--- config.mk ---
export PLATFORM = sky130hd
export DESIGN_NAME = spectrum_bar_peak_hold
export DESIGN_NICKNAME = d
export VERILOG_FILES = /design/src/sv/sbph_pkg.sv /design/src/sv/spectrum_bar_peak_hold.sv /design/src/sv/sbph_rem.sv /design/src/sv/sbph_front.sv /design/src/sv/sbph_queue.sv /design/src/sv/sbph_back.sv
export VERILOG_INCLUDE_DIRS = /design/src /design/src/sv
export SDC_FILE = /design/constraint.sdc
export NUM_CORES = 1
export LEC_CHECK = 0
export ABC_AREA = 1
export BUFFER_PORTS_ARGS = -buffer_cell sky130_fd_sc_hd__buf_4
export CELL_PAD_IN_SITES_DETAIL_PLACEMENT = 1
export CELL_PAD_IN_SITES_GLOBAL_PLACEMENT = 1
export CORE_ASPECT_RATIO = 1.2
export CORE_UTILIZATION = 52
export CTS_BUF_LIST = sky130_fd_sc_hd__clkbuf_4 sky130_fd_sc_hd__clkbuf_8
export DETAILED_ROUTE_END_ITERATION = 6
export PLACE_DENSITY_LB_ADDON = 0.08
export SYNTH_ARGS = -nofsm -noshare
export SYNTH_HDL_FRONTEND = slang
export SYNTH_SLANG_ARGS = --single-unit
--- constraint.sdc ---
create_clock -name clk_i -period 8.2 [get_ports clk_i]
set_input_delay 0.82 -clock clk_i [delete_from_list [all_inputs] [get_ports clk_i]]
set_output_delay 0.82 -clock clk_i [all_outputs]
set_load 0.02 [all_outputs]
--- src/sv/assert_macros.svh ---
// Assertion macros shared by the spectrum bar peak-hold RTL.
// Each macro samples on clk_i and is disabled while rst_ni is low.
`ifndef ASSERT_MACROS_SVH
`define ASSERT_MACROS_SVH

// Property that must hold at every clock edge outside reset.
`define SBPH_ASSERT(label, prop, msg) \
  label: assert property (@(posedge clk_i) disable iff (!rst_ni) prop) \
    else $error(msg);

// Condition in one cycle that implies a result in the next cycle.
`define SBPH_ASSERT_NEXT(label, pre, post, msg) \
  label: assert property (@(posedge clk_i) disable iff (!rst_ni) pre |=> post) \
    else $error(msg);

`endif

--- src/sv/sbph_pkg.sv ---
// Shared types and constants for the spectrum bar peak-hold block.
// No dependencies; imported by every module of the block.
package sbph_pkg;

  // Field widths
  localparam int MAG_W    = 16;
  localparam int HGT_W    = 4;
  localparam int IDX_O_W  = 4;
  localparam int TERM_W   = 11;
  localparam int SUM_W    = 15;
  localparam int QUO_W    = 13;
  localparam int SCL_W    = 12;
  localparam int PERIOD_W = 8;
  localparam int FRAME_W  = 8;

  // Reciprocal constants: x/10 = (x*0xCCCD)>>19, y/3 = (y*0xAAAB)>>17
  localparam logic [15:0] MAG_RECIP  = 16'hCCCD;
  localparam int          MAG_SHIFT  = 19;
  localparam logic [15:0] DIV3_RECIP = 16'hAAAB;
  localparam int          DIV3_SHIFT = 17;

  localparam logic [SUM_W-1:0]    SUM_MAX       = 15'h7FFF;
  localparam logic [HGT_W-1:0]    LIMIT_LO      = 4'd7;
  localparam logic [HGT_W-1:0]    LIMIT_HI      = 4'd8;
  localparam logic [PERIOD_W-1:0] DEFAULT_DECAY = 8'd20;
  localparam logic [HGT_W-1:0]    PEAK_RESET    = 4'd1;

  localparam int QUEUE_DEPTH = 4;

  // Configuration port
  localparam int CFG_IDX_W  = 2;
  localparam int CFG_DATA_W = 8;
  localparam logic [CFG_IDX_W-1:0] CFG_LAYOUT  = 2'd0;
  localparam logic [CFG_IDX_W-1:0] CFG_LIMIT   = 2'd1;
  localparam logic [CFG_IDX_W-1:0] CFG_DECAY   = 2'd2;
  localparam logic [CFG_IDX_W-1:0] CFG_PEAK_EN = 2'd3;

  typedef struct packed {
    logic end_bar;
    logic end_frame;
    logic first_bar;
  } sbph_flags_t;

  typedef struct packed {
    logic                busy;
    logic                done;
    logic [PERIOD_W-1:0] rem;
  } sbph_rem_t;

endpackage

--- src/sv/spectrum_bar_peak_hold.sv ---
// Spectrum bar former with peak-hold markers: top level.
// Depends on sbph_pkg, sbph_front, sbph_queue, sbph_back.
//
// Usage:
//   Input channel (in_valid_i/in_ready_o, magnitude_i) takes one FFT magnitude
//   bin per word, bin 0 of a frame first. Bins are summed into bars; when the
//   last bin of a bar is taken, one result word leaves on the output channel
//   (out_valid_o/out_ready_i) with bar index, height, the peak row held before
//   this frame's update, and a last-bar flag. Other bins give no result.
//   Throughput is one bin per cycle while in_ready_o is high. A closing bin
//   passes through the two multiply stages and the queue, then the
//   accumulator and result register.
//   When the receiver stalls, the result register holds; bins keep flowing
//   through the front end into a four-entry queue until it fills, then
//   in_ready_o drops. Configuration writes (cfg_valid_i/cfg_ready_o,
//   cfg_index_i, cfg_data_i) are always taken. A decay_period write rebuilds
//   the frame counter remainder with a bit-serial unit, stalling the back end
//   while it runs.
//   Reset: all peak markers at row 1, frame and bin counters at zero, layout
//   of sixteen bars, height limit 8, decay period 20, peak hold enabled.
module spectrum_bar_peak_hold #(
  parameter int NUM_BINS = 128,
  parameter int MAX_BARS = 16
) (
  input  logic                                clk_i,
  input  logic                                rst_ni,
  input  logic                                in_valid_i,
  output logic                                in_ready_o,
  input  logic [sbph_pkg::MAG_W-1:0]          magnitude_i,
  output logic                                out_valid_o,
  input  logic                                out_ready_i,
  output logic [sbph_pkg::IDX_O_W-1:0]        bar_index_o,
  output logic [sbph_pkg::HGT_W-1:0]          bar_height_o,
  output logic [sbph_pkg::HGT_W-1:0]          peak_row_o,
  output logic                                last_bar_o,
  input  logic                                cfg_valid_i,
  output logic                                cfg_ready_o,
  input  logic [sbph_pkg::CFG_IDX_W-1:0]      cfg_index_i,
  input  logic [sbph_pkg::CFG_DATA_W-1:0]     cfg_data_i
);
  import sbph_pkg::*;

  localparam int PIDX_W = $clog2(MAX_BARS);
  localparam int FLG_W  = $bits(sbph_flags_t);
  localparam int Q_W    = FLG_W + PIDX_W + TERM_W;

  logic                layout_q, lim8_q, peak_en_q;
  logic [PERIOD_W-1:0] period_q;
  logic                cfg_we, rem_start;
  logic [PERIOD_W-1:0] rem_divisor;

  logic                fe_valid, fe_ready;
  logic [TERM_W-1:0]   fe_term, bk_term;
  sbph_flags_t         fe_flags, bk_flags;
  logic [PIDX_W-1:0]   fe_idx, bk_idx;
  logic [Q_W-1:0]      q_wdata, q_rdata;
  logic                q_valid, q_pop;

  assign cfg_ready_o = 1'b1;
  assign cfg_we      = cfg_valid_i && cfg_ready_o;

  always_ff @(posedge clk_i or negedge rst_ni) begin
    if (!rst_ni) begin
      layout_q  <= 1'b0;
      lim8_q    <= 1'b1;
      period_q  <= DEFAULT_DECAY;
      peak_en_q <= 1'b1;
    end else if (cfg_we) begin
      case (cfg_index_i)
        CFG_LAYOUT:  layout_q  <= cfg_data_i[0];
        // only the low four bits count: limits below 7 act as 7, above 8 as 8
        CFG_LIMIT:   lim8_q    <= (cfg_data_i[HGT_W-1:0] >= LIMIT_HI);
        CFG_DECAY:   period_q  <= cfg_data_i;
        CFG_PEAK_EN: peak_en_q <= cfg_data_i[0];
        default: ;
      endcase
    end
  end

  // Rebuild frame count mod period on every period write; zero acts as one
  assign rem_start   = cfg_we && (cfg_index_i == CFG_DECAY);
  assign rem_divisor = (cfg_data_i == '0) ? PERIOD_W'(1) : cfg_data_i;

  sbph_front #(
    .NUM_BINS (NUM_BINS),
    .MAX_BARS (MAX_BARS)
  ) u_front (
    .clk_i       (clk_i),
    .rst_ni      (rst_ni),
    .layout_i    (layout_q),
    .lim8_i      (lim8_q),
    .in_valid_i  (in_valid_i),
    .in_ready_o  (in_ready_o),
    .magnitude_i (magnitude_i),
    .fe_valid_o  (fe_valid),
    .fe_ready_i  (fe_ready),
    .term_o      (fe_term),
    .flags_o     (fe_flags),
    .idx_o       (fe_idx)
  );

  assign q_wdata = {fe_flags, fe_idx, fe_term};
  assign {bk_flags, bk_idx, bk_term} = q_rdata;

  sbph_queue #(
    .W (Q_W)
  ) u_queue (
    .clk_i        (clk_i),
    .rst_ni       (rst_ni),
    .push_i       (fe_valid),
    .push_ready_o (fe_ready),
    .wdata_i      (q_wdata),
    .pop_valid_o  (q_valid),
    .pop_i        (q_pop),
    .rdata_o      (q_rdata)
  );

  sbph_back #(
    .MAX_BARS (MAX_BARS)
  ) u_back (
    .clk_i         (clk_i),
    .rst_ni        (rst_ni),
    .layout_i      (layout_q),
    .lim8_i        (lim8_q),
    .period_i      (period_q),
    .peak_en_i     (peak_en_q),
    .rem_start_i   (rem_start),
    .rem_divisor_i (rem_divisor),
    .q_valid_i     (q_valid),
    .q_pop_o       (q_pop),
    .term_i        (bk_term),
    .flags_i       (bk_flags),
    .idx_i         (bk_idx),
    .out_valid_o   (out_valid_o),
    .out_ready_i   (out_ready_i),
    .bar_index_o   (bar_index_o),
    .bar_height_o  (bar_height_o),
    .peak_row_o    (peak_row_o),
    .last_bar_o    (last_bar_o)
  );

endmodule

--- src/sv/sbph_rem.sv ---
// Bit-serial remainder unit: frame count modulo decay period.
// Uses sbph_pkg; one quotient bit per cycle, result flagged by done.
module sbph_rem (
  input  logic                              clk_i,
  input  logic                              rst_ni,
  input  logic                              start_i,
  input  logic [sbph_pkg::FRAME_W-1:0]      dividend_i,
  input  logic [sbph_pkg::PERIOD_W-1:0]     divisor_i,
  output sbph_pkg::sbph_rem_t               status_o
);
  import sbph_pkg::*;

  localparam int STEPS = FRAME_W;
  localparam int CNT_W = $clog2(STEPS);

  logic                busy_q, done_q;
  logic [CNT_W-1:0]    cnt_q;
  logic [FRAME_W-1:0]  dvd_q;
  logic [PERIOD_W-1:0] dvs_q;
  logic [PERIOD_W-1:0] r_q;
  logic [PERIOD_W:0]   trial;
  logic [PERIOD_W-1:0] r_d;

  // Shift in the next dividend bit and subtract when it fits
  assign trial = {r_q, dvd_q[FRAME_W-1]};
  assign r_d   = (trial >= {1'b0, dvs_q}) ? PERIOD_W'(trial - {1'b0, dvs_q})
                                          : PERIOD_W'(trial);

  always_ff @(posedge clk_i or negedge rst_ni) begin
    if (!rst_ni) begin
      busy_q <= 1'b0;
      done_q <= 1'b0;
      cnt_q  <= '0;
    end else if (start_i) begin
      busy_q <= 1'b1;
      done_q <= 1'b0;
      cnt_q  <= '0;
    end else if (busy_q) begin
      cnt_q <= cnt_q + CNT_W'(1);
      if (cnt_q == CNT_W'(STEPS - 1)) begin
        busy_q <= 1'b0;
        done_q <= 1'b1;
      end
    end else begin
      done_q <= 1'b0;
    end
  end

  always_ff @(posedge clk_i) begin
    if (start_i) begin
      dvd_q <= dividend_i;
      dvs_q <= divisor_i;
      r_q   <= '0;
    end else if (busy_q) begin
      dvd_q <= {dvd_q[FRAME_W-2:0], 1'b0};
      r_q   <= r_d;
    end
  end

  assign status_o.busy = busy_q;
  assign status_o.done = done_q;
  assign status_o.rem  = r_q;

endmodule

--- src/sv/sbph_front.sv ---
// Front end: accepts magnitude words, tracks bar and frame position,
// and scales each bin through a two-stage multiply pipeline. Uses sbph_pkg.
module sbph_front #(
  parameter int NUM_BINS = 128,
  parameter int MAX_BARS = 16
) (
  input  logic                              clk_i,
  input  logic                              rst_ni,
  input  logic                              layout_i,
  input  logic                              lim8_i,
  input  logic                              in_valid_i,
  output logic                              in_ready_o,
  input  logic [sbph_pkg::MAG_W-1:0]        magnitude_i,
  output logic                              fe_valid_o,
  input  logic                              fe_ready_i,
  output logic [sbph_pkg::TERM_W-1:0]       term_o,
  output sbph_pkg::sbph_flags_t             flags_o,
  output logic [$clog2(MAX_BARS)-1:0]       idx_o
);
  import sbph_pkg::*;

  localparam int BPB0   = (NUM_BINS / MAX_BARS > 0) ? NUM_BINS / MAX_BARS : 1;
  localparam int BPB1   = 2 * BPB0;
  localparam int NB0    = MAX_BARS;
  localparam int NB1    = (MAX_BARS / 2 > 0) ? MAX_BARS / 2 : 1;
  localparam int FLEN0  = NB0 * BPB0;
  localparam int FLEN1  = NB1 * BPB1;
  localparam int FLENM  = (FLEN0 > FLEN1) ? FLEN0 : FLEN1;
  localparam int BC_W   = $clog2(FLENM);
  localparam int POS0_W = (BPB0 > 1) ? $clog2(BPB0) : 1;
  localparam int POS1_W = $clog2(BPB1);
  localparam int IMAX0  = (FLENM - 1) / BPB0;
  localparam int IMAX1  = (FLENM - 1) / BPB1;
  localparam int IDX0_W = (IMAX0 > 0) ? $clog2(IMAX0 + 1) : 1;
  localparam int IDX1_W = (IMAX1 > 0) ? $clog2(IMAX1 + 1) : 1;
  localparam int PIDX_W = $clog2(MAX_BARS);
  localparam int PROD1_W = MAG_SHIFT + QUO_W;
  localparam int PROD2_W = DIV3_SHIFT + TERM_W;

  // Position counters for both layouts: pos = bin mod width, idx = bin / width
  logic [BC_W-1:0]   bin_q;
  logic [POS0_W-1:0] pos0_q;
  logic [POS1_W-1:0] pos1_q;
  logic [IDX0_W-1:0] idx0_q;
  logic [IDX1_W-1:0] idx1_q;

  logic              accept;
  logic              end_frame, end_bar;
  logic [PIDX_W-1:0] idx_sel;
  sbph_flags_t       flags_in;
  logic [PROD1_W-1:0] prod1;

  logic              s1_v_q, s2_v_q;
  logic [QUO_W-1:0]  s1_quo_q;
  sbph_flags_t       s1_flags_q, s2_flags_q;
  logic [PIDX_W-1:0] s1_idx_q, s2_idx_q;
  logic [TERM_W-1:0] s2_term_q;
  logic              s1_adv, s2_adv;

  logic [QUO_W+2:0]   scaled;
  logic [SCL_W-1:0]   scl;
  logic [PROD2_W-1:0] prod2;

  assign accept = in_valid_i && in_ready_o;

  always_comb begin
    if (layout_i) begin
      end_frame = (int'(bin_q) + 1) >= FLEN1;
      end_bar   = end_frame || (pos1_q == POS1_W'(BPB1 - 1));
      idx_sel   = (int'(idx1_q) >= NB1) ? PIDX_W'(NB1 - 1) : PIDX_W'(idx1_q);
    end else begin
      end_frame = (int'(bin_q) + 1) >= FLEN0;
      end_bar   = end_frame || (pos0_q == POS0_W'(BPB0 - 1));
      idx_sel   = (int'(idx0_q) >= NB0) ? PIDX_W'(NB0 - 1) : PIDX_W'(idx0_q);
    end
  end

  assign flags_in.end_bar   = end_bar;
  assign flags_in.end_frame = end_frame;
  assign flags_in.first_bar = (idx_sel == '0);

  always_ff @(posedge clk_i or negedge rst_ni) begin
    if (!rst_ni) begin
      bin_q  <= '0;
      pos0_q <= '0;
      pos1_q <= '0;
      idx0_q <= '0;
      idx1_q <= '0;
    end else if (accept) begin
      if (end_frame) begin
        bin_q  <= '0;
        pos0_q <= '0;
        pos1_q <= '0;
        idx0_q <= '0;
        idx1_q <= '0;
      end else begin
        bin_q <= bin_q + BC_W'(1);
        if (pos0_q == POS0_W'(BPB0 - 1)) begin
          pos0_q <= '0;
          idx0_q <= idx0_q + IDX0_W'(1);
        end else begin
          pos0_q <= pos0_q + POS0_W'(1);
        end
        if (pos1_q == POS1_W'(BPB1 - 1)) begin
          pos1_q <= '0;
          idx1_q <= idx1_q + IDX1_W'(1);
        end else begin
          pos1_q <= pos1_q + POS1_W'(1);
        end
      end
    end
  end

  // Stage 1: magnitude / 10
  assign prod1 = PROD1_W'(magnitude_i) * PROD1_W'(MAG_RECIP);

  // Stage 2: times the limit (7 or 8), then / 48 as >>4 and / 3
  assign scaled = lim8_i ? {s1_quo_q, 3'b000}
                         : ({s1_quo_q, 3'b000} - {3'b000, s1_quo_q});
  assign scl    = scaled[QUO_W+2:4];
  assign prod2  = PROD2_W'(scl) * PROD2_W'(DIV3_RECIP);

  assign s2_adv     = !s2_v_q || fe_ready_i;
  assign s1_adv     = !s1_v_q || s2_adv;
  assign in_ready_o = s1_adv;

  always_ff @(posedge clk_i or negedge rst_ni) begin
    if (!rst_ni) begin
      s1_v_q <= 1'b0;
      s2_v_q <= 1'b0;
    end else begin
      if (s1_adv) s1_v_q <= in_valid_i;
      if (s2_adv) s2_v_q <= s1_v_q;
    end
  end

  always_ff @(posedge clk_i) begin
    if (accept) begin
      s1_quo_q   <= prod1[PROD1_W-1:MAG_SHIFT];
      s1_flags_q <= flags_in;
      s1_idx_q   <= idx_sel;
    end
    if (s2_adv && s1_v_q) begin
      s2_term_q  <= prod2[PROD2_W-1:DIV3_SHIFT];
      s2_flags_q <= s1_flags_q;
      s2_idx_q   <= s1_idx_q;
    end
  end

  assign fe_valid_o = s2_v_q;
  assign term_o     = s2_term_q;
  assign flags_o    = s2_flags_q;
  assign idx_o      = s2_idx_q;

endmodule

--- src/sv/sbph_queue.sv ---
// Small FIFO between front and back ends of the bar former.
// Uses sbph_pkg for its depth; register array with count.
`include "assert_macros.svh"

module sbph_queue #(
  parameter int W = 18
) (
  input  logic         clk_i,
  input  logic         rst_ni,
  input  logic         push_i,
  output logic         push_ready_o,
  input  logic [W-1:0] wdata_i,
  output logic         pop_valid_o,
  input  logic         pop_i,
  output logic [W-1:0] rdata_o
);
  import sbph_pkg::*;

  localparam int PTR_W = $clog2(QUEUE_DEPTH);
  localparam int CNT_W = PTR_W + 1;

  logic [W-1:0]     mem_q [QUEUE_DEPTH];
  logic [PTR_W-1:0] wr_ptr_q, rd_ptr_q;
  logic [CNT_W-1:0] count_q;
  logic             do_push, do_pop;

  assign push_ready_o = (count_q != CNT_W'(QUEUE_DEPTH));
  assign pop_valid_o  = (count_q != '0);
  assign rdata_o      = mem_q[rd_ptr_q];
  assign do_push      = push_i && push_ready_o;
  assign do_pop       = pop_i && pop_valid_o;

  always_ff @(posedge clk_i or negedge rst_ni) begin
    if (!rst_ni) begin
      wr_ptr_q <= '0;
      rd_ptr_q <= '0;
      count_q  <= '0;
    end else begin
      if (do_push) wr_ptr_q <= wr_ptr_q + PTR_W'(1);
      if (do_pop)  rd_ptr_q <= rd_ptr_q + PTR_W'(1);
      if (do_push && !do_pop) begin
        count_q <= count_q + CNT_W'(1);
      end else if (do_pop && !do_push) begin
        count_q <= count_q - CNT_W'(1);
      end
    end
  end

  always_ff @(posedge clk_i) begin
    if (do_push) mem_q[wr_ptr_q] <= wdata_i;
  end

  `SBPH_ASSERT(a_pop_nonempty, pop_i |-> count_q != '0, "queue popped while empty")
  `SBPH_ASSERT(a_count_range, count_q <= CNT_W'(QUEUE_DEPTH), "queue count above depth")

endmodule

--- src/sv/sbph_back.sv ---
// Back end: accumulates scaled bins into bars, forms heights, keeps the
// peak markers and frame counter, and holds the result word. Uses sbph_pkg, sbph_rem.
`include "assert_macros.svh"

module sbph_back #(
  parameter int MAX_BARS = 16
) (
  input  logic                              clk_i,
  input  logic                              rst_ni,
  input  logic                              layout_i,
  input  logic                              lim8_i,
  input  logic [sbph_pkg::PERIOD_W-1:0]     period_i,
  input  logic                              peak_en_i,
  input  logic                              rem_start_i,
  input  logic [sbph_pkg::PERIOD_W-1:0]     rem_divisor_i,
  input  logic                              q_valid_i,
  output logic                              q_pop_o,
  input  logic [sbph_pkg::TERM_W-1:0]       term_i,
  input  sbph_pkg::sbph_flags_t             flags_i,
  input  logic [$clog2(MAX_BARS)-1:0]       idx_i,
  output logic                              out_valid_o,
  input  logic                              out_ready_i,
  output logic [sbph_pkg::IDX_O_W-1:0]      bar_index_o,
  output logic [sbph_pkg::HGT_W-1:0]        bar_height_o,
  output logic [sbph_pkg::HGT_W-1:0]        peak_row_o,
  output logic                              last_bar_o
);
  import sbph_pkg::*;

  localparam int PIDX_W = $clog2(MAX_BARS);

  logic [HGT_W-1:0]    peak_q [MAX_BARS];
  logic [FRAME_W-1:0]  fc_q, fc_d;
  logic [PERIOD_W-1:0] rem_q, rem_d;
  logic [SUM_W-1:0]    bar_sum_q;
  logic                out_valid_q;
  logic [IDX_O_W-1:0]  out_idx_q;
  logic [HGT_W-1:0]    out_hgt_q, out_peak_q;
  logic                out_last_q;

  sbph_rem_t           rem_st;
  logic [HGT_W-1:0]    limit;
  logic [PERIOD_W-1:0] period_eff;
  logic [SUM_W:0]      sum_ext;
  logic [SUM_W-1:0]    sum, half;
  logic [SUM_W-1:0]    first_thr;
  logic [8:0]          x11;
  logic [HGT_W-1:0]    hgt, peak_rd, peak_new;
  logic [HGT_W:0]      hgt2;
  logic                rise, fall;
  logic                out_free, pop;
  logic [FRAME_W-1:0]  fc1;
  logic [PERIOD_W-1:0] rem1, rem_inc;

  sbph_rem u_rem (
    .clk_i      (clk_i),
    .rst_ni     (rst_ni),
    .start_i    (rem_start_i),
    .dividend_i (fc_q),
    .divisor_i  (rem_divisor_i),
    .status_o   (rem_st)
  );

  assign limit      = lim8_i ? LIMIT_HI : LIMIT_LO;
  assign period_eff = (period_i == '0) ? PERIOD_W'(1) : period_i;
  assign first_thr  = lim8_i ? SUM_W'(3 * int'(LIMIT_HI)) : SUM_W'(3 * int'(LIMIT_LO));

  // Saturating accumulate
  assign sum_ext = {1'b0, bar_sum_q} + (SUM_W + 1)'(term_i);
  assign sum     = sum_ext[SUM_W] ? SUM_MAX : sum_ext[SUM_W-1:0];
  assign half    = layout_i ? {1'b0, sum[SUM_W-1:1]} : sum;

  // Below the clamp threshold the first bar is under 24, so /3 is (x*11)>>5
  assign x11 = ({4'b0000, half[4:0]} << 3) + ({4'b0000, half[4:0]} << 1)
             + {4'b0000, half[4:0]};

  always_comb begin
    if (flags_i.first_bar) begin
      hgt = (half >= first_thr) ? limit : x11[8:5];
    end else begin
      hgt = (half >= SUM_W'(limit)) ? limit : half[HGT_W-1:0];
    end
  end

  assign peak_rd  = peak_q[idx_i];
  assign hgt2     = {1'b0, hgt} + (HGT_W + 1)'(2);
  assign rise     = (peak_rd <= hgt);
  assign fall     = !rise && (peak_rd >= HGT_W'(2)) && (rem_q == '0);
  assign peak_new = rise ? ((hgt2 > {1'b0, limit}) ? limit : hgt2[HGT_W-1:0])
                         : peak_rd - HGT_W'(1);

  // Frame counter and its remainder modulo the decay period
  always_comb begin
    fc1     = fall ? '0 : fc_q;
    rem1    = fall ? '0 : rem_q;
    rem_inc = rem1 + PERIOD_W'(1);
    fc_d    = fc1;
    rem_d   = rem1;
    if (flags_i.end_frame) begin
      fc_d = fc1 + FRAME_W'(1);
      if (fc1 == '1 || rem_inc == period_eff) begin
        rem_d = '0;
      end else begin
        rem_d = rem_inc;
      end
    end
  end

  // Hold the queue while the remainder is being rebuilt, and hold a closing bin while the result is stalled
  assign out_free = !out_valid_q || out_ready_i;
  assign pop      = q_valid_i && !rem_st.busy && !rem_st.done
                 && (!flags_i.end_bar || out_free);
  assign q_pop_o  = pop;

  always_ff @(posedge clk_i or negedge rst_ni) begin
    if (!rst_ni) begin
      for (int i = 0; i < MAX_BARS; i++) begin
        peak_q[i] <= PEAK_RESET;
      end
      fc_q        <= '0;
      rem_q       <= '0;
      bar_sum_q   <= '0;
      out_valid_q <= 1'b0;
    end else begin
      if (rem_st.done) rem_q <= rem_st.rem;
      if (pop && flags_i.end_bar) begin
        out_valid_q <= 1'b1;
        bar_sum_q   <= '0;
        if (peak_en_i) begin
          if (rise || fall) peak_q[idx_i] <= peak_new;
          fc_q  <= fc_d;
          rem_q <= rem_d;
        end
      end else begin
        if (out_ready_i) out_valid_q <= 1'b0;
        if (pop) bar_sum_q <= sum;
      end
    end
  end

  always_ff @(posedge clk_i) begin
    if (pop && flags_i.end_bar) begin
      out_idx_q  <= IDX_O_W'(idx_i);
      out_hgt_q  <= hgt;
      out_peak_q <= peak_rd;
      out_last_q <= flags_i.end_frame;
    end
  end

  assign out_valid_o  = out_valid_q;
  assign bar_index_o  = out_idx_q;
  assign bar_height_o = out_hgt_q;
  assign peak_row_o   = out_peak_q;
  assign last_bar_o   = out_last_q;

  `SBPH_ASSERT(a_peak_nonzero, pop && flags_i.end_bar |-> peak_rd != '0, "peak marker read as zero")
  `SBPH_ASSERT(a_rem_range, !rem_st.busy && !rem_st.done |-> rem_q < period_eff, "frame remainder not below period")
  `SBPH_ASSERT(a_no_overwrite, out_valid_q && !out_ready_i |-> !(pop && flags_i.end_bar), "result overwritten while stalled")
  `SBPH_ASSERT_NEXT(a_rem_starts, rem_start_i, rem_st.busy && !pop, "remainder rebuild did not hold the back end")

endmodule

After elaboration in Yosys (flattened, before gate mapping). Memories as Yosys holds them, arrays and structs flattened. Index checks and enable logic that the tools add are counted.

Register bits after elaboration: 217. Memory bits (writable): 72. Input port bits: 31. Output and inout port bits: 16. Logic and storage cells: 204. Memories kept: 1.

Memory list: u_queue.mem_q (words 4, width 18, read ports 1, clocked after Yosys merged registers in 0, write ports 1, RTL line sbph_queue.sv:22) `logic [W-1:0] mem_q [QUEUE_DEPTH];`.

Add/sub/neg operators: 20. Multipliers: 2. Magnitude comparators: 10. Eq/ne operators: 10. Muxes and demuxes: 55. Bitwise operators: 1. Reductions and logical operators: 51.

Operators with widths (count): $mux 8 (12); $bwmux 64 (1); $mux 15 (4); $mux 4 (15); $ge 32x9->1 const B (1); $mul 16x16->32 const B (1); $mul 12x16->28 const B (1); $logic_not 8->1 (3); $mux 3 (8); $add 15x11->16 (1); $add 8x1->8 const B (2); $bmux 4 s4 (1); $demux 4 s4 (1); $mux 16 (1); $sub 16x13->16 (1); $ge 15x15->1 (1); $ge 15x4->1 (1); $logic_and 1x1->1 (14); $reduce_and 2->1 (7); $add 3x1->3 const B (4); $reduce_bool 2->1 (6); $mux 1 (11); $add 8x6->9 (1); $add 9x5->9 (1); other kinds (31) (50).

Depth between registers and ports, before layout. An unclocked memory read counts as a cell.

Word-level depth: 20. Gate-level depth with buffers: 46. Gate-level depth less buffers: 46.

By module. From an unflattened synthesis, not the netlist that was laid out.

Cells, all modules: 2811. Area, all modules: 23645.2 µm².

By module, submodules not included: sbph_front (times used 1, cells each 1228, area each 10696.5 µm², sequential area each 1716.6 µm²); sbph_back (times used 1, cells each 1060, area each 7508.5 µm², sequential area each 2812.7 µm²); sbph_queue (times used 1, cells each 268, area each 3330.7 µm², sequential area each 2337.2 µm²); sbph_rem (times used 1, cells each 191, area each 1594.0 µm², sequential area each 765.7 µm²); spectrum_bar_peak_hold (times used 1, cells each 64, area each 515.5 µm², sequential area each 280.3 µm²).

Least setup slack after synthesis. Ideal clock, no wire load.

Path type: register to register. Start: register u_front.s1_quo_q[3]. End: register u_front.s2_term_q[8] (netlist: u_front.term_o[8]), data pin. Library setup time: 0.276 ns. Data arrival time: 6.810 ns. Required time: 7.924 ns. Setup slack: 1.114 ns. Cell stages (with the launch flop): 43. Path buffers: 0. Clock period less this slack: 7.086 ns. Path through: edfxtp_1 -> inv_1 -> ha_1 -> nand3b_1 -> nand2_1 -> nand2_1 -> nand2_1 -> nand2_1 -> nand2_1 -> and2_1 -> o21ai_1 -> nand2_1 -> nand2_1 -> a21oi_1 -> nor2_1 -> inv_1 -> nand2_1 -> inv_1 -> [... 7 more ...] -> nand2_1 -> xor2_1 -> inv_1 -> ha_1 -> fa_1 -> fa_1 -> inv_1 -> fa_1 -> inv_1 -> fa_1 -> ha_1 -> nand2_1 -> nor4_1 -> nand2_1 -> o2111ai_1 -> nand2_1 -> o311ai_0 -> xor2_1.

Longest elaborated chain between the ends: 3.

RTL lines: start: declaration (RTL line sbph_front.sv:54) `logic [QUO_W-1:0] s1_quo_q;`; start signal: assignment (RTL line sbph_front.sv:139) `s1_quo_q <= prod1[PROD1_W-1:MAG_SHIFT];`; $sub 16x13->16 (RTL line sbph_front.sv:119) `: ({s1_quo_q, 3'b000} - {3'b000, s1_quo_q});`; $mux 16 * (RTL line sbph_front.sv:118) `assign scaled = lim8_i ? {s1_quo_q, 3'b000}`; $mul 12x16->28 * (RTL line sbph_front.sv:121) `assign prod2 = PROD2_W'(scl) * PROD2_W'(DIV3_RECIP);`; named net u_front.prod2[25] (RTL line sbph_front.sv:62) `logic [PROD2_W-1:0] prod2;`; end signal: assignment (RTL line sbph_front.sv:144) `s2_term_q <= prod2[PROD2_W-1:DIV3_SHIFT];`; end: declaration (RTL line sbph_front.sv:57) `logic [TERM_W-1:0] s2_term_q;`.

The timed path passes the listed nets; every way through them passes the cells marked *. A chain may end at the register's enable or synchronous reset.

Worst setup path in the final report.
Start: register u_front.s1_quo_q[3]. End: register u_front.s2_term_q[10] (netlist: u_front.term_o[10]), data pin.

Same word-level chain as after synthesis.

==> impl_metrics.ini <==
[timing]
finalClockSkew_ns = 0.0499
min_period_ns = 7.65
period_share_pct = 93.2
worstMarginPinSlew_ns = 1.05
hold_viol = 0
maxClockFrequency_mhz = 131
finalMaxSlewViolations = 0
relSlewSlack_pct = 30.1
setup_viol = 0

[grt]
met2_usage_pct = 50.0
grt_pass1_wl_mm = 92.3
antenna_found_initial = 1
grt_pass1_vias = 18400
grt_usage_pct = 26.7
top_usage_layer = met2
met1_usage_pct = 31.1
grt_max_degree = 77
use_met3_pct = 2.92
overflow = 0

[synth]
synth_top_area_cell = edfxtp_1
synth_top_area_share_pct = 18.9
synth_flop_cell = edfxtp_1
yosysSeqAreaShare_pct = 35.8
syn_nets = 2772
synth-seq-cells = 289
synth_edf_count = 139
synth_area_leaders = edfxtp_1 (19%), ha_1 (15%), dfrtp_1 (14%), fa_1 (12%), inv_1 (6.6%)
ys_warn_count = 0
synth_area_per_cell_um2 = 9.41
synthCells = 2345
syn_area_um2 = 22100
synth_cell_types = 69
postSynth.asyncResetShare_pct = 49.1

[placement]
gp_congestion = 0.880
place_area_um2 = 22900
port_buffers = 45
hpwl_mm = 43.4

[routing]
drtIter0Drc = 508
drtPass1Iterations = 4
viasPerCell = 5.54
wire_per_inst_um = 18.6
ant_nets = 0
drc = 0
vias = 16600
routed_wl_mm = 55.7

[final_layout]
seqCellArea_um2 = 7910
multi_input_area_um2 = 12400
layout-drive-gt1-share_pct = 11.2
stdcell_area_um2 = 24200
final_cell_mix = inv_1 (390), nand2_1 (371), ha_1 (263)
synthToLayoutAreaGrowth_pct = 9.41
final_common_cell = inv_1
nNetsFinal = 2830
n_fill_cell = 4827

[floorplan]
die_width_um = 190
io_pins = 47
initial_core_util_pct = 52.7
die_y_um = 228
core-area_um2 = 41900
dieArea_um2 = 43300
row_count = 82

[clocking]
clkSinkCount = 289
holdBufCountCts = 0
numCtsBuffers = 50
cts_htree_levels = 2
cts_buffer_depth = 3
clk_pin_slew_worst_paths_ns = 0.07
cts_tree = built
cts_root_buf = clkbuf_8
clock_latency_ns = 0.64

[worst_setup_path]
cp.arrival_ns = 7.98
crit_top_cell = nand2_1
worstPathRequired_ns = 8.54
cp-end-kind = register
critPathMaxFanout = 4
cp_slowest_stage_delay_ns = 0.60
start_kind = register
slowest_stage = fa_1
critPathKind = reg -> reg

[run_status]
outcome = completed

[hold_path]
hp-class = in -> async

[flow_run]
cap_violations = 0
-- Yosys cell counts (5+ instances only) --
cell,number
clkbuf_1,28
inv_1,390
nand3_4,8
nor4_1,5
nand4_2,8
fa_1,130
a22o_1,8
nand2_4,5
o21a_1,5
nand3_2,8
nand4_1,32
a22oi_1,18
buf_2,15
nand3b_1,5
o22ai_1,20
ha_1,266
dfrtp_1,122
xor2_1,55
nand2_2,19
nor3_1,15
nor2_1,108
dfxtp_1,8
o21ai_1,54
o21bai_1,5
xnor2_1,21
and2_1,5
dfstp_2,20
edfxtp_1,139
nand3_1,138
o21ai_0,118
o31ai_1,5
nand2_1,375
a211oi_1,5
inv_2,8
a21oi_1,103
-- final timing paths --
check	from	endpoint	slack [ns]	cells after the start
hold / removal	rst_ni	u_back.bar_sum_q[14]	0.16	1
min in group clk_i	cfg_data_i[3]	u_back.u_rem.dvs_q[3]	0.40	1
max in group asynchronous	rst_ni	u_back.rem_q[3]	6.55	2
setup / recovery	u_front.s1_quo_q[3]	u_front.term_o[10]	0.55	46
hold reg to reg	u_front.s1_flags_q[2]	u_front.flags_o[2]	0.41	0
setup reg to reg	u_front.s1_quo_q[3]	u_front.term_o[10]	0.55	46
-- stage by stage --
stage	std cells	setup TNS, ns	util [%]	hold slack [ns]	setup slack [ns]
floorplan	2345	0	-	0.400	1.11
global placement	2896	0	54.8	0.401	0.625
detailed placement	2896	0	54.8	0.406	0.169
CTS	2990	0	57.5	0.180	0.0280
global route	2992	-0.0271	57.7	0.216	-0.0255
finish	2992	0	57.7	0.164	0.555
-- worst max-delay path, delay by kind of cell, from the launching register on --
| family | cells | cell delay, ns |
|---|---|---|
| xor+xnor | 2 | 0.24 |
| fa+ha+maj | 7 | 2.72 |
| compound gates | 4 | 0.53 |
| simple gates | 26 | 2.91 |
| buf+inv | 7 | 0.54 |
| flops | 1 | 0.40 |
-- cell families after synthesis --
logic type	Yosys count	share of synthesized area (%)
adders and majority gates	396	26.9
other	1	0.0170
xor gates and xnor gates	76	3.02
and+or+nand+nor	754	16.3
AOI/OAI and AO/OA	371	9.65
DFF	289	35.8
buffers and inverters	456	8.17
muxes	2	0.0963
-- flip-flops by register name (all words and copies together), names as in the netlist, 11 cells and up --
signal	count
u_back.bar_sum_q	15
u_front.term_o	11
u_back.peak_q	64
u_queue.mem_q	72
u_front.s1_quo_q	13
-- area by class of cell --
cell class / instances / share of cell area [%]
inverters: 401 / 6.27
well taps: 546 / 2.83
repair buffers: 61 / 1.91
flip-flops and latches: 289 / 32.8
clock inverters: 15 / 0.772
clock buffers: 79 / 3.93
diodes: 1 / 0.0104
multi-input cells: 1600 / 51.5
-- routing by layer --
layer | wire length, um | part of all wire [%] | up-vias
met2 | 30100 | 54 | 210
met1 | 22500 | 40 | 8326
met4 | 1690 | 3.0 | 0
met3 | 1400 | 2.5 | 98
li1 | - | - | 7927
met5 | 0 | 0 | -
-- what timing repair did --
item	in CTS	in global routing
buffers inserted	0	1
setup endpoints to repair	0	8
resized for setup	0	17
Power is left out: the tool's default activity adds up to more than one toggle a clock period on the data nets, which glitch-free logic cannot reach.
